$ cat src/sv/sawl_pkg.sv
// Shared types, codes and field layouts of the stop-and-wait ARQ link engine.
// No dependencies; every other file of the block refers to this package.
package sawl_pkg;

    // Default parameter values.
    localparam int DEF_ID_BITS     = 8;
    localparam int DEF_CACHE_DEPTH = 8;

    // Fixed field widths.
    localparam int ADDR_W   = 8;
    localparam int ID_W     = 8;
    localparam int FLAGS_W  = 8;
    localparam int CODE_W   = 2;
    localparam int ATTEMPT_W = 8;

    // Stream payload widths.
    localparam int S_TDATA_W = 56;
    localparam int S_TUSER_W = 2;
    localparam int M_TDATA_W = 40;
    localparam int M_TUSER_W = 2;

    // Result payload bit positions.
    localparam int M_DEST_LSB   = 0;
    localparam int M_SRC_LSB    = 8;
    localparam int M_TYPE_LSB   = 16;
    localparam int M_ID_LSB     = 18;
    localparam int M_FLAGS_LSB  = 26;
    localparam int M_STATUS_LSB = 34;

    // Configuration port.
    localparam int CFG_IDX_W  = 1;
    localparam int CFG_DATA_W = 8;
    localparam logic [CFG_IDX_W-1:0] CFG_OWN_ADDRESS = 1'd0;
    localparam logic [CFG_IDX_W-1:0] CFG_MAX_RETRIES = 1'd1;
    localparam logic [ATTEMPT_W-1:0] MAX_RETRIES_RST = 8'd3;
    localparam logic [ATTEMPT_W-1:0] ATTEMPT_MAX     = 8'hFF;

    // Operation codes.
    localparam logic [CODE_W-1:0] OP_SEND    = 2'd0;
    localparam logic [CODE_W-1:0] OP_RX      = 2'd1;
    localparam logic [CODE_W-1:0] OP_TIMEOUT = 2'd2;

    // Receive status codes.
    localparam logic [CODE_W-1:0] RXS_OK  = 2'd0;
    localparam logic [CODE_W-1:0] RXS_CRC = 2'd1;

    // Frame types.
    localparam logic [CODE_W-1:0] TYPE_UNCONF = 2'd0;
    localparam logic [CODE_W-1:0] TYPE_CONF   = 2'd1;
    localparam logic [CODE_W-1:0] TYPE_ACK    = 2'd2;

    // Result actions.
    localparam logic [CODE_W-1:0] ACT_TRANSMIT = 2'd0;
    localparam logic [CODE_W-1:0] ACT_DELIVER  = 2'd1;
    localparam logic [CODE_W-1:0] ACT_FINISH   = 2'd2;
    localparam logic [CODE_W-1:0] ACT_BAD      = 2'd3;

    // Finish status codes.
    localparam logic [CODE_W-1:0] ST_OK      = 2'd0;
    localparam logic [CODE_W-1:0] ST_TIMEOUT = 2'd1;
    localparam logic [CODE_W-1:0] ST_RADIO   = 2'd2;

    // Controller to datapath commands.
    typedef struct packed {
        logic latch;
        logic search_clear;
        logic search_step;
        logic search_drain;
        logic load0;
        logic load1;
        logic commit;
    } cmd_t;

    // Datapath to controller status.
    typedef struct packed {
        logic       need_search;
        logic       search_last;
        logic       out_free;
        logic [1:0] n_res;
    } sts_t;

endpackage

$ cat src/sv/sawl_ctrl.sv
// Controller of the ARQ link engine: sequences accept, cache search and result emission.
// Depends on sawl_pkg for the command and status structs.
module sawl_ctrl (
    input  logic           aclk,
    input  logic           aresetn,
    input  logic           s_tvalid,
    output logic           s_tready,
    input  sawl_pkg::sts_t sts,
    output sawl_pkg::cmd_t cmd
);

    typedef enum logic [5:0] {
        ST_IDLE   = 6'b000001,
        ST_EVAL   = 6'b000010,
        ST_SEARCH = 6'b000100,
        ST_DRAIN  = 6'b001000,
        ST_EMIT0  = 6'b010000,
        ST_EMIT1  = 6'b100000
    } state_t;

    state_t state_reg, state_next;

    always_ff @(posedge aclk) begin
        if (!aresetn) begin
            state_reg <= ST_IDLE;
        end else begin
            state_reg <= state_next;
        end
    end

    assign s_tready = (state_reg == ST_IDLE);

    always_comb begin
        cmd        = '0;
        state_next = state_reg;
        unique case (state_reg)
            ST_IDLE: begin
                if (s_tvalid) begin
                    cmd.latch  = 1'b1;
                    state_next = ST_EVAL;
                end
            end
            ST_EVAL: begin
                if (sts.need_search) begin
                    cmd.search_clear = 1'b1;
                    state_next       = ST_SEARCH;
                end else begin
                    state_next = ST_EMIT0;
                end
            end
            ST_SEARCH: begin
                cmd.search_step = 1'b1;
                if (sts.search_last) begin
                    state_next = ST_DRAIN;
                end
            end
            ST_DRAIN: begin
                cmd.search_drain = 1'b1;
                state_next       = ST_EMIT0;
            end
            ST_EMIT0: begin
                if (sts.n_res == 2'd0) begin
                    state_next = ST_IDLE;
                end else if (sts.out_free) begin
                    cmd.load0 = 1'b1;
                    if (sts.n_res == 2'd1) begin
                        cmd.commit = 1'b1;
                        state_next = ST_IDLE;
                    end else begin
                        state_next = ST_EMIT1;
                    end
                end
            end
            ST_EMIT1: begin
                if (sts.out_free) begin
                    cmd.load1  = 1'b1;
                    cmd.commit = 1'b1;
                    state_next = ST_IDLE;
                end
            end
            default: begin
                state_next = ST_IDLE;
            end
        endcase
    end

endmodule

$ cat src/sv/sawl_datapath.sv
// Datapath of the ARQ link engine: input latch, link state, seen-header ring,
// result planning and the output register. Depends on sawl_pkg.
module sawl_datapath #(
    parameter int ID_BITS     = sawl_pkg::DEF_ID_BITS,
    parameter int CACHE_DEPTH = sawl_pkg::DEF_CACHE_DEPTH
) (
    input  logic                                aclk,
    input  logic                                aresetn,
    input  logic                                cfg_wr_en,
    input  logic [sawl_pkg::CFG_IDX_W-1:0]      cfg_addr,
    input  logic [sawl_pkg::CFG_DATA_W-1:0]     cfg_wdata,
    input  logic [sawl_pkg::S_TDATA_W-1:0]      s_tdata,
    input  logic [sawl_pkg::S_TUSER_W-1:0]      s_tuser,
    output logic                                m_tvalid,
    input  logic                                m_tready,
    output logic [sawl_pkg::M_TDATA_W-1:0]      m_tdata,
    output logic [sawl_pkg::M_TUSER_W-1:0]      m_tuser,
    output logic                                m_tlast,
    input  sawl_pkg::cmd_t                      cmd,
    output sawl_pkg::sts_t                      sts
);

    localparam int IDX_W = (CACHE_DEPTH > 1) ? $clog2(CACHE_DEPTH) : 1;
    localparam int HDR_W = 2 * sawl_pkg::CODE_W / 2 + 3 * sawl_pkg::ADDR_W + ID_BITS;
    localparam logic [IDX_W-1:0] IDX_LAST = IDX_W'(CACHE_DEPTH - 1);

    typedef struct packed {
        logic [1:0] action;
        logic [7:0] dest;
        logic [7:0] src;
        logic [1:0] typ;
        logic [7:0] id;
        logic [7:0] flags;
        logic [1:0] status;
    } res_t;

    // Configuration registers.
    logic [7:0] own_addr_reg;
    logic [7:0] max_retries_reg;

    // Latched input item.
    logic [1:0] op_reg;
    logic [1:0] rxs_reg;
    logic [7:0] fdest_reg;
    logic [7:0] fsrc_reg;
    logic [1:0] ftype_reg;
    logic [7:0] fid_reg;
    logic [7:0] fflags_reg;
    logic [7:0] send_to_reg;
    logic       send_conf_reg;
    logic [7:0] send_flags_reg;

    // Link state.
    logic               waiting_reg;
    logic [7:0]         attempt_reg;
    logic [ID_BITS-1:0] next_id_reg;
    logic [7:0]         pend_dest_reg;
    logic [7:0]         pend_flags_reg;

    // Seen-header ring.
    logic [HDR_W-1:0]       seen_mem [CACHE_DEPTH];
    logic [CACHE_DEPTH-1:0] seen_valid_reg;
    logic [IDX_W-1:0]       head_reg;
    logic [IDX_W-1:0]       idx_reg;
    logic [HDR_W-1:0]       rd_hdr_reg;
    logic                   rd_ok_reg;
    logic                   cmp_pend_reg;
    logic                   found_reg;

    // Output register.
    logic       m_valid_reg;
    res_t       m_res_reg;
    logic       m_last_reg;

    // Planned results and state changes.
    res_t       r0, r1;
    logic [1:0] n_res;
    logic       do_finish, do_inc, do_start, do_store;
    logic [HDR_W-1:0] hdr_in;
    res_t       data_res, finish_res, ack_res, deliver_res, err_res;
    logic       rx_match, retries_used;

    always_ff @(posedge aclk) begin
        if (!aresetn) begin
            own_addr_reg    <= '0;
            max_retries_reg <= sawl_pkg::MAX_RETRIES_RST;
        end else if (cfg_wr_en) begin
            unique case (cfg_addr)
                sawl_pkg::CFG_OWN_ADDRESS: own_addr_reg    <= cfg_wdata;
                sawl_pkg::CFG_MAX_RETRIES: max_retries_reg <= cfg_wdata;
                default: ;
            endcase
        end
    end

    always_ff @(posedge aclk) begin
        if (cmd.latch) begin
            op_reg         <= s_tuser;
            rxs_reg        <= s_tdata[1:0];
            fdest_reg      <= s_tdata[9:2];
            fsrc_reg       <= s_tdata[17:10];
            ftype_reg      <= s_tdata[19:18];
            fid_reg        <= s_tdata[27:20];
            fflags_reg     <= s_tdata[35:28];
            send_to_reg    <= s_tdata[43:36];
            send_conf_reg  <= s_tdata[44];
            send_flags_reg <= s_tdata[52:45];
        end
    end

    assign hdr_in = {ftype_reg, fdest_reg, fsrc_reg, fid_reg[ID_BITS-1:0], fflags_reg};

    always_comb begin
        rx_match     = (fdest_reg == own_addr_reg) && (ftype_reg == sawl_pkg::TYPE_ACK) &&
                       (fid_reg[ID_BITS-1:0] == next_id_reg);
        retries_used = (attempt_reg >= max_retries_reg);

        // A new send takes its destination and flags from the item itself.
        data_res.action = sawl_pkg::ACT_TRANSMIT;
        data_res.dest   = waiting_reg ? pend_dest_reg : send_to_reg;
        data_res.src    = own_addr_reg;
        data_res.typ    = (waiting_reg || send_conf_reg) ? sawl_pkg::TYPE_CONF
                                                         : sawl_pkg::TYPE_UNCONF;
        data_res.id     = 8'(next_id_reg);
        data_res.flags  = waiting_reg ? pend_flags_reg : send_flags_reg;
        data_res.status = sawl_pkg::ST_OK;

        finish_res        = data_res;
        finish_res.action = sawl_pkg::ACT_FINISH;

        ack_res.action = sawl_pkg::ACT_TRANSMIT;
        ack_res.dest   = fsrc_reg;
        ack_res.src    = own_addr_reg;
        ack_res.typ    = sawl_pkg::TYPE_ACK;
        ack_res.id     = 8'(fid_reg[ID_BITS-1:0]);
        ack_res.flags  = '0;
        ack_res.status = sawl_pkg::ST_OK;

        deliver_res.action = sawl_pkg::ACT_DELIVER;
        deliver_res.dest   = fdest_reg;
        deliver_res.src    = fsrc_reg;
        deliver_res.typ    = ftype_reg;
        deliver_res.id     = fid_reg;
        deliver_res.flags  = fflags_reg;
        deliver_res.status = sawl_pkg::ST_OK;

        err_res        = '0;
        err_res.action = sawl_pkg::ACT_FINISH;
        err_res.status = sawl_pkg::ST_RADIO;

        r0        = data_res;
        r1        = finish_res;
        n_res     = 2'd0;
        do_finish = 1'b0;
        do_inc    = 1'b0;
        do_start  = 1'b0;
        do_store  = 1'b0;

        if (waiting_reg) begin
            if (op_reg == sawl_pkg::OP_TIMEOUT) begin
                n_res = 2'd1;
                if (retries_used) begin
                    r0        = finish_res;
                    r0.status = sawl_pkg::ST_TIMEOUT;
                    do_finish = 1'b1;
                end else begin
                    do_inc = 1'b1;
                end
            end else if (op_reg == sawl_pkg::OP_RX) begin
                if (rxs_reg == sawl_pkg::RXS_CRC) begin
                    n_res  = 2'd1;
                    do_inc = 1'b1;
                end else if (rxs_reg == sawl_pkg::RXS_OK) begin
                    if (rx_match) begin
                        n_res     = 2'd1;
                        r0        = finish_res;
                        do_finish = 1'b1;
                    end
                end else begin
                    n_res     = 2'd1;
                    r0        = finish_res;
                    r0.status = sawl_pkg::ST_RADIO;
                    do_finish = 1'b1;
                end
            end
        end else if (op_reg == sawl_pkg::OP_SEND) begin
            do_start = 1'b1;
            n_res    = send_conf_reg ? 2'd1 : 2'd2;
        end else if (op_reg == sawl_pkg::OP_RX) begin
            if (rxs_reg == sawl_pkg::RXS_OK) begin
                if (fdest_reg == own_addr_reg) begin
                    if (ftype_reg == sawl_pkg::TYPE_CONF) begin
                        r0    = ack_res;
                        n_res = 2'd1;
                    end
                    if (!found_reg) begin
                        do_store = 1'b1;
                        if (n_res == 2'd0) begin
                            r0    = deliver_res;
                            n_res = 2'd1;
                        end else begin
                            r1    = deliver_res;
                            n_res = 2'd2;
                        end
                    end
                end
            end else if (rxs_reg != sawl_pkg::RXS_CRC) begin
                r0    = err_res;
                n_res = 2'd1;
            end
        end
    end

    always_ff @(posedge aclk) begin
        if (!aresetn) begin
            waiting_reg    <= 1'b0;
            attempt_reg    <= '0;
            next_id_reg    <= '0;
            pend_dest_reg  <= '0;
            pend_flags_reg <= '0;
        end else if (cmd.commit) begin
            if (do_start) begin
                pend_dest_reg  <= send_to_reg;
                pend_flags_reg <= send_flags_reg;
                attempt_reg    <= 8'd1;
                if (send_conf_reg) begin
                    waiting_reg <= 1'b1;
                end else begin
                    next_id_reg <= next_id_reg + ID_BITS'(1);
                end
            end
            if (do_finish) begin
                waiting_reg <= 1'b0;
                next_id_reg <= next_id_reg + ID_BITS'(1);
            end
            if (do_inc && attempt_reg != sawl_pkg::ATTEMPT_MAX) begin
                attempt_reg <= attempt_reg + 8'd1;
            end
        end
    end

    // Ring write and search read port.
    always_ff @(posedge aclk) begin
        if (cmd.commit && do_store) begin
            seen_mem[head_reg] <= hdr_in;
        end
        if (cmd.search_step) begin
            rd_hdr_reg <= seen_mem[idx_reg];
        end
    end

    // The search issues one read per cycle and compares the previous read.
    always_ff @(posedge aclk) begin
        if (!aresetn) begin
            seen_valid_reg <= '0;
            head_reg       <= '0;
            idx_reg        <= '0;
            rd_ok_reg      <= 1'b0;
            cmp_pend_reg   <= 1'b0;
            found_reg      <= 1'b0;
        end else begin
            if (cmd.commit && do_store) begin
                seen_valid_reg[head_reg] <= 1'b1;
                head_reg <= (head_reg == IDX_LAST) ? '0 : head_reg + IDX_W'(1);
            end
            if (cmd.search_clear) begin
                idx_reg      <= '0;
                cmp_pend_reg <= 1'b0;
                found_reg    <= 1'b0;
            end
            if (cmd.search_step || cmd.search_drain) begin
                if (cmp_pend_reg && rd_ok_reg && rd_hdr_reg == hdr_in) begin
                    found_reg <= 1'b1;
                end
            end
            if (cmd.search_step) begin
                rd_ok_reg    <= seen_valid_reg[idx_reg];
                cmp_pend_reg <= 1'b1;
                idx_reg      <= (idx_reg == IDX_LAST) ? '0 : idx_reg + IDX_W'(1);
            end
            if (cmd.search_drain) begin
                cmp_pend_reg <= 1'b0;
            end
        end
    end

    // Output register.
    always_ff @(posedge aclk) begin
        if (!aresetn) begin
            m_valid_reg <= 1'b0;
        end else if (cmd.load0 || cmd.load1) begin
            m_valid_reg <= 1'b1;
        end else if (m_tready) begin
            m_valid_reg <= 1'b0;
        end
    end

    always_ff @(posedge aclk) begin
        if (cmd.load0) begin
            m_res_reg  <= r0;
            m_last_reg <= (n_res == 2'd1);
        end else if (cmd.load1) begin
            m_res_reg  <= r1;
            m_last_reg <= 1'b1;
        end
    end

    assign m_tvalid = m_valid_reg;
    assign m_tuser  = m_res_reg.action;
    assign m_tlast  = m_last_reg;
    assign m_tdata  = {4'b0, m_res_reg.status, m_res_reg.flags, m_res_reg.id,
                       m_res_reg.typ, m_res_reg.src, m_res_reg.dest};

    assign sts.need_search = !waiting_reg && op_reg == sawl_pkg::OP_RX &&
                             rxs_reg == sawl_pkg::RXS_OK && fdest_reg == own_addr_reg;
    assign sts.search_last = (idx_reg == IDX_LAST);
    assign sts.out_free    = !m_valid_reg || m_tready;
    assign sts.n_res       = n_res;

endmodule

$ cat src/sv/stop_and_wait_arq_link_core.sv
// Flow: an item is accepted, evaluated and emitted (controller states IDLE, EVAL, EMIT0),
// with a second result from EMIT1. A received frame for this node is also checked against
// the seen-header ring, one entry per cycle, before it is emitted (SEARCH, then DRAIN).
// A new item is taken only once the controller is back in IDLE; the ring has a single
// read port. Results wait in an output register.
// Reset (aresetn, synchronous, active low) clears link state and ring valid bits and reloads config defaults.
module stop_and_wait_arq_link_core #(
    parameter int ID_BITS     = sawl_pkg::DEF_ID_BITS,
    parameter int CACHE_DEPTH = sawl_pkg::DEF_CACHE_DEPTH
) (
    input  logic                                aclk,
    input  logic                                aresetn,
    input  logic                                cfg_wr_en,
    input  logic [sawl_pkg::CFG_IDX_W-1:0]      cfg_addr,
    input  logic [sawl_pkg::CFG_DATA_W-1:0]     cfg_wdata,
    input  logic                                s_tvalid,
    output logic                                s_tready,
    // rx_status, frame_dest, frame_src, frame_type, frame_id, frame_flags,
    // send_to, send_confirmed, send_flags, zero fill
    input  logic [sawl_pkg::S_TDATA_W-1:0]      s_tdata,
    // operation
    input  logic [sawl_pkg::S_TUSER_W-1:0]      s_tuser,
    output logic                                m_tvalid,
    input  logic                                m_tready,
    // out_dest, out_src, out_type, out_id, out_flags, status, zero fill
    output logic [sawl_pkg::M_TDATA_W-1:0]      m_tdata,
    // action
    output logic [sawl_pkg::M_TUSER_W-1:0]      m_tuser,
    output logic                                m_tlast
);

    sawl_pkg::cmd_t cmd;
    sawl_pkg::sts_t sts;

    sawl_ctrl u_ctrl (
        .aclk     (aclk),
        .aresetn  (aresetn),
        .s_tvalid (s_tvalid),
        .s_tready (s_tready),
        .sts      (sts),
        .cmd      (cmd)
    );

    sawl_datapath #(
        .ID_BITS     (ID_BITS),
        .CACHE_DEPTH (CACHE_DEPTH)
    ) u_dp (
        .aclk      (aclk),
        .aresetn   (aresetn),
        .cfg_wr_en (cfg_wr_en),
        .cfg_addr  (cfg_addr),
        .cfg_wdata (cfg_wdata),
        .s_tdata   (s_tdata),
        .s_tuser   (s_tuser),
        .m_tvalid  (m_tvalid),
        .m_tready  (m_tready),
        .m_tdata   (m_tdata),
        .m_tuser   (m_tuser),
        .m_tlast   (m_tlast),
        .cmd       (cmd),
        .sts       (sts)
    );

endmodule

$ cat config.mk
export PLATFORM = sky130hd
export DESIGN_NAME = stop_and_wait_arq_link_core
export DESIGN_NICKNAME = d
export VERILOG_FILES = /design/src/sv/sawl_pkg.sv /design/src/sv/sawl_ctrl.sv /design/src/sv/sawl_datapath.sv /design/src/sv/stop_and_wait_arq_link_core.sv
export SDC_FILE = /design/constraint.sdc
export NUM_CORES = 1
export LEC_CHECK = 0
export BUFFER_PORTS_ARGS = -buffer_cell sky130_fd_sc_hd__buf_2
export CORE_ASPECT_RATIO = 1.5
export CORE_MARGIN = 2
export CORE_UTILIZATION = 50
export DETAILED_ROUTE_END_ITERATION = 10
export PLACE_DENSITY = 0.7
export SYNTH_ARGS = -nofsm -noshare
export SYNTH_HDL_FRONTEND = slang
export SYNTH_SLANG_ARGS = --single-unit
$ cat constraint.sdc
create_clock -name aclk -period 10.75 [get_ports aclk]
set_clock_uncertainty 0.2 [all_clocks]
set_input_delay 2.15 -clock aclk [delete_from_list [all_inputs] [get_ports aclk]]
set_output_delay 2.15 -clock aclk [all_outputs]
set_load 0.01 [all_outputs]
Word level (Yosys, flattened, before mapping)

Memory sizes are Yosys's and may differ from the RTL's. A register that Yosys moved wholly into a read port is not among the register bits.
Index checks and enable logic that the tools add are counted.

Reductions and logical operators: 34
$add $sub $neg: 4
Shift operators: 0
Bitwise gates (word level): 3
$mul: 0
Divide/modulo/power cells: 0
Order comparisons: 4
Mux-type cells: 117
Equality and inequality tests: 24

Operator list:

| kind                  | count |
|---|---|
| $mux W38              | 22 |
| $mux W8               | 7 |
| $mux W1               | 54 |
| $mux W37              | 1 |
| $mux W36              | 1 |
| $mux W6               | 6 |
| $pmux W6 S6           | 1 |
| $eq A34 B34 Y1        | 1 |
| $mux W2               | 17 |
| $add A8 B1 Y8 const B | 2 |
| $eq A8 B8 Y1          | 2 |
| $mux W3               | 4 |
| $reduce_bool A2 Y1    | 6 |
| $logic_and A1 B1 Y1   | 10 |
| $eq A2 B1 Y1 const B  | 4 |
| $ge A8 B8 Y1          | 1 |
| $logic_not A2 Y1      | 4 |
| $lt A3 B4 Y1 const B  | 2 |
| $ne A2 B2 Y1 const B  | 4 |
| $ne A8 B8 Y1 const B  | 1 |
| $or A8 B8 Y8          | 1 |
| $reduce_and A2 Y1     | 4 |
| $add A3 B1 Y3 const B | 2 |
| $eq A3 B3 Y1 const B  | 2 |
| 20 further kinds      | 27 |

Memories kept: 1
Output and inout port bits: 45
Bits in registers: 167
Bits in latches: 0
Memory bits (writable): 272
Input port bits: 72
Bits in read-only memories: 0
Word-level logic and storage cells: 220

Memory list:

| name          | words | width | read ports | clocked after Yosys merged registers in | wr ports | RTL line            | text |
|---|---|---|---|---|---|---|---|
| u_dp.seen_mem | 8     | 34    | 1          | 1                                       | 1        | sawl_datapath.sv:61 | `logic [HDR_W-1:0] seen_mem [CACHE_DEPTH];` |

Depth between registers and ports, before layout

Depth in word-level cells: 23
Mapped depth: 11
Mapped depth without buffers: 10

Cells and area by module

From an unflattened synthesis, not the netlist that was laid out.

Cells, all modules: 1,176
Area total of the unflattened synthesis: 19,127.1 sq um

By module, submodules not included:

| module        | instances | cells each | area an instance (sq um) |
|---|---|---|---|
| sawl_datapath | 1         | 1,122      | 18,677.9 |
| sawl_ctrl     | 1         | 54         | 449.2 |

Least setup slack after synthesis

OpenSTA, ideal clock, no wires.

Kind: in2reg
Start point: in m_tready
End point: mem u_dp.seen_mem[4][0] (netlist name) (enable)
Arrival: 6,536 ps
Library setup time: 523 ps
Path slack: 3,491 ps
Stages: 4
Buffers on the path: 1
Path through: nand2b_1 > clkbuf_1 > nand4_1 > nor4b_1

Word-level cells in the longest chain between the ends: 7
Elaborated cells between the ends (all ways): 8
Classes of those cells: mux: 6; reduce/logical: 2

RTL lines:

| item                              | RTL line                          | text |
|---|---|---|
| from (decl)                       | stop_and_wait_arq_link_core.sv:24 | `input logic m_tready,` |
| $logic_or A1 B1 Y1 (*)            | sawl_datapath.sv:317              | `assign sts.out_free = !m_valid_reg \|\| m_tready;` |
| $mux W1                           | sawl_ctrl.sv:64                   | `end else if (sts.out_free) begin` |
| $mux W1                           | sawl_ctrl.sv:62                   | `if (sts.n_res == 2'd0) begin` |
| $pmux W1 S2 (*)                   | sawl_ctrl.sv:36                   | `unique case (state_reg)` |
| $logic_and A1 B1 Y1 (*)           | sawl_datapath.sv:244              | `if (cmd.commit && do_store) begin` |
| $mux W1 (*)                       | sawl_datapath.sv:244              |  |
| $mux W1 (implied by the code) (*) | sawl_datapath.sv:245              | `seen_mem[head_reg] <= hdr_in;` |
| to (decl)                         | sawl_datapath.sv:61               |  |

Every way passes the cells marked *; elsewhere a longest branch is shown, timed or not.

Worst setup path in the final report

Start point: reg u_dp.ftype_reg[1]
End point: mem u_dp.seen_mem[6][1] (netlist name) (enable)

Word-level cells in the longest chain between the ends: 23
Elaborated cells between the ends (all ways): 32
Classes of those cells: eq/ne: 3; mux: 24; reduce/logical: 5

RTL lines:

| item                              | RTL line             | text |
|---|---|---|
| from (decl)                       | sawl_datapath.sv:46  | `logic [1:0] ftype_reg;` |
| from (signal assigned)            | sawl_datapath.sv:102 | `ftype_reg <= s_tdata[19:18];` |
| $eq A2 B1 Y1                      | sawl_datapath.sv:192 | `if (ftype_reg == sawl_pkg::TYPE_CONF) begin` |
| $mux W1                           | sawl_datapath.sv:192 |  |
| $mux W2                           | sawl_datapath.sv:191 | `if (fdest_reg == own_addr_reg) begin` |
| $mux W2                           | sawl_datapath.sv:190 | `if (rxs_reg == sawl_pkg::RXS_OK) begin` |
| $mux W2                           | sawl_datapath.sv:189 | `end else if (op_reg == sawl_pkg::OP_RX) begin` |
| $mux W2                           | sawl_datapath.sv:186 | `end else if (op_reg == sawl_pkg::OP_SEND) begin` |
| $mux W2                           | sawl_datapath.sv:159 | `if (waiting_reg) begin` |
| $logic_not A2 Y1                  | sawl_datapath.sv:198 | `if (n_res == 2'd0) begin` |
| (+7 left out)                     | -                    |  |
| $eq A2 B1 Y1                      | sawl_ctrl.sv:66      | `if (sts.n_res == 2'd1) begin` |
| $mux W1                           | sawl_ctrl.sv:66      |  |
| $mux W1                           | sawl_ctrl.sv:64      |  |
| $mux W1 (*)                       | sawl_ctrl.sv:62      |  |
| $pmux W1 S2 (*)                   | sawl_ctrl.sv:36      |  |
| $logic_and A1 B1 Y1 (*)           | sawl_datapath.sv:244 |  |
| $mux W1 (*)                       | sawl_datapath.sv:244 |  |
| $mux W1 (implied by the code) (*) | sawl_datapath.sv:245 |  |

Every way passes the cells marked *; elsewhere a longest branch is shown, timed or not. The select of a mux whose other input is x is not followed.

==> summary.txt <==
Global route
  – Largest net degree at the start of global routing: 55
  – Initial antenna violation count: 1
  – Total GRT Usage: 22.51%
  – Overflow after GRT: 0
  – First-pass GRT wire length: 67410 um
  – Vias in the first global route: 11500

CTS
  – Cts hold-fix bufs: 0
  – Clock Latency Late Sink: 0.55 ns
  – Clk slew on worst S/H paths: 0.06 ns
  – Cts repair resizes: 0
  – Longest Clk Path Bufs: 3
  – CTS tree: built
  – CTS H-tree depth: 2
  – Total CTS buffers: 41
  – Clock sink count: 473
  – Post-CTS Setup Bufs: 0
  – CTS root buf: clkbuf_16

Power and ir drop
  – Comb pwr share: 4.3%
  – Pint: 2.887 mW
  – Switching part of the total: 21.94%
  – Peak VDD IR: 0.0001475 V
  – Net Switching: 0.8112 mW
  – PD cells: 169.1 nW/um2
  – Leakage: 6.983 nW
  – Sequential share of power: 57.4%
  – Clock network power share: 38.4%

Synth
  – Seq/Total Area, Yosys: 69.12%
  – Synth Area in Adders: 1.027%
  – Post-synth top area share: 61.63%
  – Mapped Cells: 1221
  – Warnings, synthesis: 0
  – EDFF count, synth: 400
  – Multiplexer share of the synthesized area: 11.91%
  – Synthesized cell area: 19490 um2
  – Async set or reset register ratio after synthesis: 0%
  – Post-synthesis compound-gate area fraction: 7.241%
  – Largest family of logic cells by synthesized area: multiplexers
  – Synth Area in XOR/XNOR: 2.247%
  – Simple-gate share of the synthesized area: 6.638%
  – Syn_area_per_cell: 15.96 um2
  – Synth cell types: 73
  – Main area contributors after synthesis: edfxtp_1 (62%), mux4_2 (8.1%), dfxtp_1 (7.5%), mux2_2 (2.0%), mux2i_1 (1.8%)
  – Synth Flop Type: edfxtp_1
  – Post-synth top area cell: edfxtp_1
  – Synthesized flop and latch total: 473

Routing
  – Initial drt markers: 959
  – Via/cell ratio: 6.052
  – Detailed-route wire length per cell: 24.23 um
  – # DRC: 0
  – Wl on met1: 16510 um
  – Routed wl met3: 2218 um
  – Routed wl met2: 24460 um
  – Post-Route WL: 44970 um
  – Drt first pass iters: 5
  – Top Layer Used: met4
  – Via count: 11230
  – ANT nets after route: 0

Final layout
  – Share of cells above drive strength 1: 24.04%
  – Final Net Count: 1418
  – Layout area overhead: 12.22%
  – Commonest cells after routing, fill and taps aside: edfxtp_1 (400), buf_2 (109), mux4_2 (70), dfxtp_1 (70), nand2_1 (63)
  – Fill cells: 2918
  – Most common cell after layout, fill and taps aside: edfxtp_1
  – Largest register FFs: 272

Timing
  – Tcrit/Tclk final: 53.77%
  – Hold slack final: 0.2553 ns
  – Final max-slew violation count: 0
  – Least-Margin Pin Slew: 1.242 ns
  – Final TNS setup: 0 ns
  – Relative slew slack: 16.54%
  – Fmax: 173.0 MHz
  – Final hold violations: 0
  – Unrepaired setup endpoints after global routing: no
  – Post-layout minimum cycle time: 5.780 ns
  – Final Setup Violations: 0

Run status
  – Status: finished, final reports clean

Setup path
  – Worst-path cell with the longest stage delay: o31ai_4
  – Crit path max fanout: 28
  – Crit path buffers/inverters: 3
  – Critical path cell sequence: inv_1 > nand2_1 > inv_1 > ha_1 > a31o_2 > o31ai_4 > nand4_1 > nor3_2 > buf_4
  – Slowest stage delay, CP: 0.98 ns
  – CP Depth: 9
  – CP Capture Point: u_dp.seen_mem[6][1]$_DFFE_PP_
  – Worst Reg2Reg Path Length in Cells: 9
  – R2r setup slk: 4.97 ns
  – Most used cell, CP: inv_1
  – CP startpoint kind: flip-flop
  – WP data required: 10.74 ns
  – CP endpoint kind: flip-flop
  – RR Endpoint: u_dp.seen_mem[6][1]$_DFFE_PP_
  – CP delay by family, top: simple AND/OR/NAND/NOR gates
  – CP startpoint: u_dp.ftype_reg[1]$_DFFE_PP_
  – Reg2reg start: u_dp.ftype_reg[1]$_DFFE_PP_
  – Setup CP Type: reg -> reg
  – WP data arrival: 5.77 ns

Placement
  – Routability cong.: 0.9209
  – Dpl hpwl: 28410 um
  – Input/output buffers: 109

Job
  – Max Cap Viol: 0

Die
  – Die Ht: 245.8 um
  – Die area: 40610 um2
  – Cell Rows: 88
  – I/O pin count: 117
  – Die Width: 165.2 um
  – Initial core utilization: 50.72%
  – Core region area: 38430 um2

Min path
  – Hold Crit Class: reg -> reg
  – Hold depth: 2
[layout make-up]
| class | count | area [um2] | share of cell area, % |
|---|---|---|---|
| clock buffer | 57 | 1129 | 5.160 |
| timing repair buffer | 129 | 695.7 | 3.180 |
| sequential | 473 | 13480 | 61.62 |
| antenna | 1 | 2.502 | 0.01144 |
| clock inverter | 16 | 132.6 | 0.6063 |
| inverter | 19 | 71.32 | 0.3260 |
| tap | 495 | 619.3 | 2.831 |
| multi-input combinational | 666 | 5744 | 26.26 |
[worst reg2reg max path, cell delays in order, from the launching register on]
cell and delay, ns:
edfxtp_1 0.65, inv_1 0.17, nand2_1 0.48, inv_1 0.26, ha_1 0.30, a31o_2 0.27, o31ai_4 0.98, nand4_1 0.70
nor3_2 0.82, buf_4 0.56
[layer usage]
metal | GRT usage (%) | vias to the layer above
met1 | 26.48 | 5702
met4 | 9.156 | 0
met2 | 41.12 | 389
met3 | 2.985 | 100
met5 | 0 | -
li1 | - | 5042
[per-stage QoR]
step                      cells  util (%)  cell area [um2]  power (mW)  setup WS [ns]
after floorplan            1224         -            19500       2.230          3.491
after global placement     1782     53.63            20610       2.310          5.086
after detailed placement   1782     53.63            20610       2.318          4.925
after CTS                  1855     56.92            21870       3.715          4.939
after global routing       1856     56.92            21870       3.807          4.588
final                      1856     56.92            21870       3.698          4.970
[logic make-up (layout without fill, tap and decap cells)]
family / after synthesis / after routing
flops: 473 / 473
simple gates: 248 / 248
compound gates: 208 / 208
mux: 140 / 140
buf+inv: 85 / 221
xor+xnor: 50 / 50
fa+ha+maj: 16 / 16
other cells: 1 / 5
[power by group through the flow]
stage | sequential [mW] | combinational [mW] | clock (mW)
after global routing | 2.13 | 0.174 | 1.51
after detailed placement | 2.16 | 0.158 | 0
after global placement | 2.16 | 0.155 | 0
final | 2.12 | 0.159 | 1.42
after floorplan | 2.12 | 0.106 | 0
after CTS | 2.12 | 0.159 | 1.44
[worst min-delay path by stage]
stage                                               startpoint                              endpoint  slack (ns)
after floorplan            u_dp.seen_valid_reg[7]$_SDFFE_PN0P_   u_dp.seen_valid_reg[7]$_SDFFE_PN0P_        0.22
after global placement     u_dp.seen_valid_reg[2]$_SDFFE_PN0P_   u_dp.seen_valid_reg[2]$_SDFFE_PN0P_        0.24
after detailed placement   u_dp.seen_valid_reg[6]$_SDFFE_PN0P_   u_dp.seen_valid_reg[6]$_SDFFE_PN0P_        0.25
after CTS                 u_dp.max_retries_reg[7]$_SDFFE_PN0P_  u_dp.max_retries_reg[7]$_SDFFE_PN0P_        0.26
after global routing       u_dp.seen_valid_reg[6]$_SDFFE_PN0P_   u_dp.seen_valid_reg[6]$_SDFFE_PN0P_        0.27
final                     u_dp.max_retries_reg[7]$_SDFFE_PN0P_  u_dp.max_retries_reg[7]$_SDFFE_PN0P_        0.26
[synthesized netlist by cell type, types with 5 or more instances]
master and n:
edfxtp_1 400, dfxtp_1 73, mux4_2 70, nand2_1 63
a21oi_1 55, o21ai_0 52, clkbuf_1 46, nand3_1 44
nor2_1 41, mux2_2 35, mux2i_1 35, xnor2_1 34
inv_1 19, ha_1 16, xor2_1 16, a22o_1 15
nand4_1 15, nor3_1 12, o31ai_1 12, or3_1 12
buf_1 10, nor4_1 10, o211ai_1 9, a31o_2 8
nand2b_1 8, o2bb2ai_1 8, or4_1 8, a31oi_1 7
a32o_1 6, buf_4 5, nor2b_1 5
Note: power is estimated with default switching activity, not from simulation.
